===== src/rtl/afc_pkg.sv =====
// shared constants and codes for the frustum cull block
// no dependencies; used by the top level and the checker
package afc_pkg;

    localparam int DATA_W         = 32;
    localparam int IDX_W          = 3;
    localparam int NUM_PLANES_DEF = 6;
    localparam int COEF_PER_PLANE = 4;
    localparam int ROW_W          = COEF_PER_PLANE * DATA_W;
    localparam int PROD_W         = 2 * DATA_W;
    // three full products plus the scaled offset fit in two guard bits
    localparam int ACC_W          = PROD_W + 2;
    localparam int FRAC_W         = 16;

    localparam logic OP_LOAD = 1'b0;
    localparam logic OP_TEST = 1'b1;

endpackage


===== src/rtl/aabb_frustum_cull_top.sv =====
// frustum cull top level: plane store, one shared 32x32 multiplier and its sequencer
// depends on afc_pkg and afc_ram
//
// Tests axis-aligned boxes against NUM_PLANES stored inward-facing planes with the
// p-vertex test. A word with opcode load writes plane_a..plane_d into row plane_index
// of the plane store in the cycle it is accepted and gives no result; an index of
// NUM_PLANES or more is dropped. A word with opcode test gives one result: visible
// set and failing_plane equal to NUM_PLANES (low three bits) when no plane puts the
// box outside, else visible clear and the index of the first plane whose distance is
// negative. Planes must be loaded before a test reads them. Each plane visit runs the
// steps store read, three passes through the one signed 32x32 multiplier, final add
// and sign check, in that order. The input is not ready while a test is in work. The
// result sits in an output register, so the next word is taken while a result still
// waits on out_ready; a test that finishes while the previous result is still held
// waits in its check step until the slot frees.
module aabb_frustum_cull_top #(
    parameter int NUM_PLANES = afc_pkg::NUM_PLANES_DEF
) (
    input  logic                             clk,
    input  logic                             rst_n,
    input  logic                             in_valid,
    output logic                             in_ready,
    input  logic                             opcode,
    input  logic [afc_pkg::IDX_W-1:0]        plane_index,
    input  logic signed [afc_pkg::DATA_W-1:0] plane_a,
    input  logic signed [afc_pkg::DATA_W-1:0] plane_b,
    input  logic signed [afc_pkg::DATA_W-1:0] plane_c,
    input  logic signed [afc_pkg::DATA_W-1:0] plane_d,
    input  logic signed [afc_pkg::DATA_W-1:0] min_x,
    input  logic signed [afc_pkg::DATA_W-1:0] min_y,
    input  logic signed [afc_pkg::DATA_W-1:0] min_z,
    input  logic signed [afc_pkg::DATA_W-1:0] max_x,
    input  logic signed [afc_pkg::DATA_W-1:0] max_y,
    input  logic signed [afc_pkg::DATA_W-1:0] max_z,
    output logic                             out_valid,
    input  logic                             out_ready,
    output logic                             visible,
    output logic [afc_pkg::IDX_W-1:0]        failing_plane
);
    import afc_pkg::*;

    localparam int AW = (NUM_PLANES > 1) ? $clog2(NUM_PLANES) : 1;
    localparam logic [AW-1:0]    LAST_PLANE = AW'(NUM_PLANES - 1);
    localparam logic [IDX_W-1:0] VIS_CODE   = IDX_W'(NUM_PLANES);

    // sequencer states, one-hot
    typedef enum logic [4:0] {
        S_IDLE  = 5'b00001,
        S_READ  = 5'b00010,
        S_MUL   = 5'b00100,
        S_SUM   = 5'b01000,
        S_CHECK = 5'b10000
    } state_t;

    typedef enum logic [1:0] {
        AX_X = 2'd0,
        AX_Y = 2'd1,
        AX_Z = 2'd2
    } axis_t;

    state_t                    state_reg, state_next;
    axis_t                     axis_reg, axis_next;
    logic [AW-1:0]             plane_reg, plane_next;
    logic                      out_valid_reg, out_valid_next;
    logic                      visible_reg, visible_next;
    logic [IDX_W-1:0]          fail_reg, fail_next;

    // payload registers, no reset
    logic signed [DATA_W-1:0]  min_x_reg, min_y_reg, min_z_reg;
    logic signed [DATA_W-1:0]  max_x_reg, max_y_reg, max_z_reg;
    logic signed [PROD_W-1:0]  prod_reg, prod_next;
    logic signed [ACC_W-1:0]   acc_reg, acc_next;

    logic                      in_fire;
    logic                      load_fire;
    logic                      test_fire;
    logic                      ram_we;
    logic                      ram_re;
    logic [AW-1:0]             ram_addr;
    logic [ROW_W-1:0]          ram_wdata;
    logic [ROW_W-1:0]          ram_rdata;

    logic signed [DATA_W-1:0]  coef;
    logic signed [DATA_W-1:0]  pt;
    logic signed [PROD_W-1:0]  mul_res;
    logic signed [DATA_W-1:0]  row_d;
    logic signed [ACC_W-1:0]   d_ext;
    logic signed [ACC_W-1:0]   prod_ext;
    logic                      acc_neg;
    logic                      slot_free;

    assign in_ready  = (state_reg == S_IDLE);
    assign in_fire   = in_valid && in_ready;
    assign load_fire = in_fire && (opcode == OP_LOAD);
    assign test_fire = in_fire && (opcode == OP_TEST);

    // plane store: one row {a, b, c, d} per plane
    assign ram_we    = load_fire && (int'(plane_index) < NUM_PLANES);
    assign ram_re    = (state_reg == S_READ);
    assign ram_addr  = ram_we ? AW'(plane_index) : plane_reg;
    assign ram_wdata = {plane_a, plane_b, plane_c, plane_d};

    afc_ram #(
        .WIDTH (ROW_W),
        .DEPTH (NUM_PLANES)
    ) u_plane_store (
        .clk   (clk),
        .we    (ram_we),
        .re    (ram_re),
        .addr  (ram_addr),
        .wdata (ram_wdata),
        .rdata (ram_rdata)
    );

    // coefficient of the current axis and the p-vertex coordinate for it:
    // max corner where the coefficient is zero or more, min corner otherwise
    always_comb
    begin
        unique case (axis_reg)
            AX_X:
            begin
                coef = ram_rdata[4*DATA_W-1:3*DATA_W];
                pt   = coef[DATA_W-1] ? min_x_reg : max_x_reg;
            end
            AX_Y:
            begin
                coef = ram_rdata[3*DATA_W-1:2*DATA_W];
                pt   = coef[DATA_W-1] ? min_y_reg : max_y_reg;
            end
            AX_Z:
            begin
                coef = ram_rdata[2*DATA_W-1:DATA_W];
                pt   = coef[DATA_W-1] ? min_z_reg : max_z_reg;
            end
            default:
            begin
                coef = '0;
                pt   = '0;
            end
        endcase
    end

    // the one shared multiplier, registered before the accumulate
    assign mul_res  = coef * pt;
    assign row_d    = ram_rdata[DATA_W-1:0];
    // offset moved from Q16.16 to Q32.32
    assign d_ext    = {{(ACC_W-DATA_W-FRAC_W){row_d[DATA_W-1]}}, row_d, {FRAC_W{1'b0}}};
    assign prod_ext = {{(ACC_W-PROD_W){prod_reg[PROD_W-1]}}, prod_reg};
    assign acc_neg  = acc_reg[ACC_W-1];
    // result slot is free when empty or emptied this cycle
    assign slot_free = !out_valid_reg || out_ready;

    always_comb
    begin
        state_next     = state_reg;
        axis_next      = axis_reg;
        plane_next     = plane_reg;
        prod_next      = prod_reg;
        acc_next       = acc_reg;
        visible_next   = visible_reg;
        fail_next      = fail_reg;
        out_valid_next = out_valid_reg;

        if (out_valid_reg && out_ready)
        begin
            out_valid_next = 1'b0;
        end

        unique case (state_reg)
            S_IDLE:
            begin
                if (test_fire)
                begin
                    plane_next = '0;
                    state_next = S_READ;
                end
            end
            S_READ:
            begin
                axis_next  = AX_X;
                state_next = S_MUL;
            end
            S_MUL:
            begin
                prod_next = mul_res;
                // first pass seeds the sum with the offset term
                if (axis_reg == AX_X)
                begin
                    acc_next = d_ext;
                end
                else
                begin
                    acc_next = acc_reg + prod_ext;
                end
                if (axis_reg == AX_Z)
                begin
                    state_next = S_SUM;
                end
                else
                begin
                    axis_next = axis_t'(axis_reg + 2'd1);
                end
            end
            S_SUM:
            begin
                acc_next   = acc_reg + prod_ext;
                state_next = S_CHECK;
            end
            S_CHECK:
            begin
                if (acc_neg || (plane_reg == LAST_PLANE))
                begin
                    if (slot_free)
                    begin
                        out_valid_next = 1'b1;
                        visible_next   = !acc_neg;
                        fail_next      = acc_neg ? IDX_W'(plane_reg) : VIS_CODE;
                        state_next     = S_IDLE;
                    end
                end
                else
                begin
                    plane_next = plane_reg + 1'b1;
                    state_next = S_READ;
                end
            end
            default:
            begin
                state_next = S_IDLE;
            end
        endcase
    end

    always_ff @(posedge clk or negedge rst_n)
    begin
        if (!rst_n)
        begin
            state_reg     <= S_IDLE;
            axis_reg      <= AX_X;
            plane_reg     <= '0;
            out_valid_reg <= 1'b0;
        end
        else
        begin
            state_reg     <= state_next;
            axis_reg      <= axis_next;
            plane_reg     <= plane_next;
            out_valid_reg <= out_valid_next;
        end
    end

    always_ff @(posedge clk)
    begin
        prod_reg    <= prod_next;
        acc_reg     <= acc_next;
        visible_reg <= visible_next;
        fail_reg    <= fail_next;
        if (test_fire)
        begin
            min_x_reg <= min_x;
            min_y_reg <= min_y;
            min_z_reg <= min_z;
            max_x_reg <= max_x;
            max_y_reg <= max_y;
            max_z_reg <= max_z;
        end
    end

    assign out_valid     = out_valid_reg;
    assign visible       = visible_reg;
    assign failing_plane = fail_reg;

endmodule


===== src/rtl/afc_ram.sv =====
// generic single-port ram with registered read
// no dependencies; holds the plane rows of the frustum cull block
module afc_ram #(
    parameter int WIDTH = 128,
    parameter int DEPTH = 6
) (
    input  logic                                 clk,
    input  logic                                 we,
    input  logic                                 re,
    input  logic [(DEPTH > 1 ? $clog2(DEPTH) : 1)-1:0] addr,
    input  logic [WIDTH-1:0]                     wdata,
    output logic [WIDTH-1:0]                     rdata
);
    logic [WIDTH-1:0] mem_reg [DEPTH];
    logic [WIDTH-1:0] rdata_reg;

    always_ff @(posedge clk)
    begin
        if (we)
        begin
            mem_reg[addr] <= wdata;
        end
        if (re)
        begin
            rdata_reg <= mem_reg[addr];
        end
    end

    assign rdata = rdata_reg;

endmodule


===== config.mk =====
export PLATFORM = sky130hd
export DESIGN_NAME = aabb_frustum_cull_top
export DESIGN_NICKNAME = d
export VERILOG_FILES = /design/src/rtl/afc_pkg.sv /design/src/rtl/aabb_frustum_cull_top.sv /design/src/rtl/afc_ram.sv
export SDC_FILE = /design/constraint.sdc
export NUM_CORES = 2
export LEC_CHECK = 0
export ABC_AREA = 1
export ABC_CLOCK_PERIOD_IN_PS = 27100
export BUFFER_PORTS_ARGS = -buffer_cell sky130_fd_sc_hd__clkbuf_2
export CAP_MARGIN = 20
export CORE_MARGIN = 3
export CORE_UTILIZATION = 30
export DETAILED_ROUTE_END_ITERATION = 6
export PLACE_DENSITY = 0.41
export SYNTH_ARGS = -nofsm -noshare
export SYNTH_HDL_FRONTEND = slang
export SYNTH_SLANG_ARGS = --single-unit

===== constraint.sdc =====
create_clock -name clk -period 27.1 [get_ports clk]
set_input_delay 2.71 -clock clk [delete_from_list [all_inputs] [get_ports clk]]
set_output_delay 2.71 -clock clk [all_outputs]
set_load 0.02 [all_outputs]

==> qor.yml <==
status: "finished clean"
dieArea_mm2: 0.311
grt_use_total_pct: 19.8
cp_slowest_stage_delay_ns: 0.97
die_w_um: 557
async_flop_share_pct: 0.892
nFillCells: 30930
insertion_delay_ns: 0.82
drv_slew: 0
hold_violations: 0
die_h_um: 557
critical_path_class: "reg2reg"
busiest_layer: "met2"
avgRoutedWirePerCell_um: 22.2
hold_class: "reg2reg"
synthCells: 9417
finClkSkew_ns: 0.0809
syn_area_mm2: 0.0912
drc: 0
drive_gt1_share_pct: 7.84
grt_remaining_overflow: 0
largest_reg_flops: 768
ioPinCount: 334
max_cap_viol_count: 0
rrSetupSlack_ns: 16.67
dp.cells: 13468
final.min_clock_period_ns: 10.43
start_kind: "flip-flop"
synth.distinct_cells: 43
synth_area_leaders: "edfxtp_1 (40%), fa_1 (24%), nand2_1 (9.4%), inv_1 (9.0%), ha_1 (3.5%)"
portBuffers: 333
drt_iter0_markers: 3928
synthTopCellsByCount: "nand2_1 (2,288), inv_1 (2,179), edfxtp_1 (1,222)"
cts_buffers: 149
root_buffer: "clkbuf_16"
place_ws_ns: 16.67
crit_arrival_ns: 10.94
cts_tree: "built"
start_util_pct: 30.3
clock-sinks: 1233
cts_resized: 0
grt_use_met3_pct: 2.94
fin_crit_sh_pct: 38.5
grt_pass1_vias: 68295
synth_seq_area_share_pct: 40.5
dp_hpwl_um: 227000
ys_warn_count: 0
finalWorstSetupSlack_ns: 16.67
rows: 201
h-tree-depth: 4
crit_fanout: 33
setup_viol_count_final: 0
synth.most_common_cell: "nand2_1"
avgViaCountPerCell: 4.60
max_slew_margin_pct: 30.6
place_congestion: 0.913
yosys.area.top_type_share_pct: 40.2
layoutNonFillerInstCount: 13729
cts_max_path_buffers: 4
grt_setup_unrepaired: "no"
postCtsSetupBuffers: 0
grt_max_degree: 130
fmax_mhz: 95.9
synth_ff_type: "edfxtp_1"
avgSynthCellArea_um2: 9.69
clk_pin_slew_worst_paths_ns: 0.06
synth-edff-count: 1222
area_growth_pct: 12.3
tightest_slew_ns: 1.04
cts_hold_buf: 0
synth_nets: 11083
grt_use_met2_pct: 34.8
antenna_found_initial: 34
use_met1_pct: 25.6
synth-seq-cells: 1233
coreArea_mm2: 0.301
setup_tns_ns: 0
routed_wl_um: 305000
cp-end-kind: "flip-flop"
slowest_stage: "fa_1"
vias: 63169
critPathRequiredTime_ns: 27.60
cp_common_cell: "fa_1"
drt_first_pass_iters: 6
whs_ns: 0.529
synth_area_leader_cell: "edfxtp_1"
fin_nets: 11327
ant_nets: 0
grt_pass1_wl_um: 458000
-- layout by cell type (no fill, tap or decap), drive strengths merged, types with 6 or more instances in the layout --
master	Yosys	layout
nor2	630	630
a21oi	169	169
bufinv	0	10
clkinv	2	52
fa	1083	1083
buf	142	131
clkbuf	229	513
nor3	29	29
dfrtp	10	10
xor2	48	48
a21o	6	6
o21a	44	44
nor4	11	11
a31oi	12	12
o21bai	27	27
edfxtp	1222	1222
nand2	2290	2290
nand3b	13	13
or2	138	138
nand4	27	27
inv	2180	2186
o21ai	185	185
mux2i	32	32
diode	0	11
nand3	307	307
o211ai	259	259
ha	255	255
o221ai	32	32
xnor2	21	21
-- per-layer routing --
layer	wire, µm	vias to the layer above
met3	13800	387
met1	131000	31983
met5	208	-
li1	-	29502
met2	152000	1269
met4	8000	28
-- path summary, 6_finish.rpt --
kind / cells past startpoint / endpoint / startpoint
min in group asynchronous: 1 / state_reg[4]$_DFFE_PN0P_ / rst_n
max in group asynchronous: 1 / state_reg[3]$_DFFE_PN0P_ / rst_n
min: 2 / acc_reg[41]$_DFFE_PP_ / u_plane_store.rdata[25]$_DFFE_PP_
min reg2reg: 2 / acc_reg[41]$_DFFE_PP_ / u_plane_store.rdata[25]$_DFFE_PP_
max: 32 / prod_reg[63]$_DFFE_PN_ / axis_reg[0]$_DFFE_PN0P_
max reg2reg: 32 / prod_reg[63]$_DFFE_PN_ / axis_reg[0]$_DFFE_PN0P_
-- cells by family after synthesis --
| kind of cell | count (synthesis) | synth area share [%] |
|---|---|---|
| multiplexers | 32 | 0.351 |
| AND/OR/NAND/NOR | 3449 | 15.2 |
| XOR/XNOR | 69 | 0.662 |
| AO/OA/AOI/OAI | 743 | 5.17 |
| adder cells (fa/ha/maj) | 1338 | 27.3 |
| buffers and inverters | 2553 | 10.8 |
| flip-flops | 1233 | 40.5 |
-- area by class of cell --
class	instances	area, µm²	area share [%]
Sequential cell	1233	37000	36.1
Clock inverter	70	623	0.608
Inverter	2182	8200	8.00
Timing Repair Buffer	464	2730	2.66
Multi-Input combinational cell	5631	45100	44.0
Antenna cell	11	27.5	0.0269
Clock buffer	180	3920	3.82
Tap cell	3958	4950	4.83
-- worst max-delay path: cells and delay by family, from the launching register on --
family | cells | cell delay [ns]
fa+ha+maj | 10 | 5.53
compound gates | 5 | 0.94
buf+inv | 12 | 2.55
flops | 1 | 0.42
simple gates | 5 | 0.49
-- metrics by stage --
stage / utilization (%) / area (µm²)
after floorplan: - / 91200
after detailed placement: 32.5 / 97900
after CTS: 34.0 / 102000
after global placement: 32.5 / 97900
final: 34.0 / 102000
after global routing: 34.0 / 102000
Power is left out: the tool's default activity adds up to more than one toggle a clock period on the data nets, which glitch-free logic cannot reach.
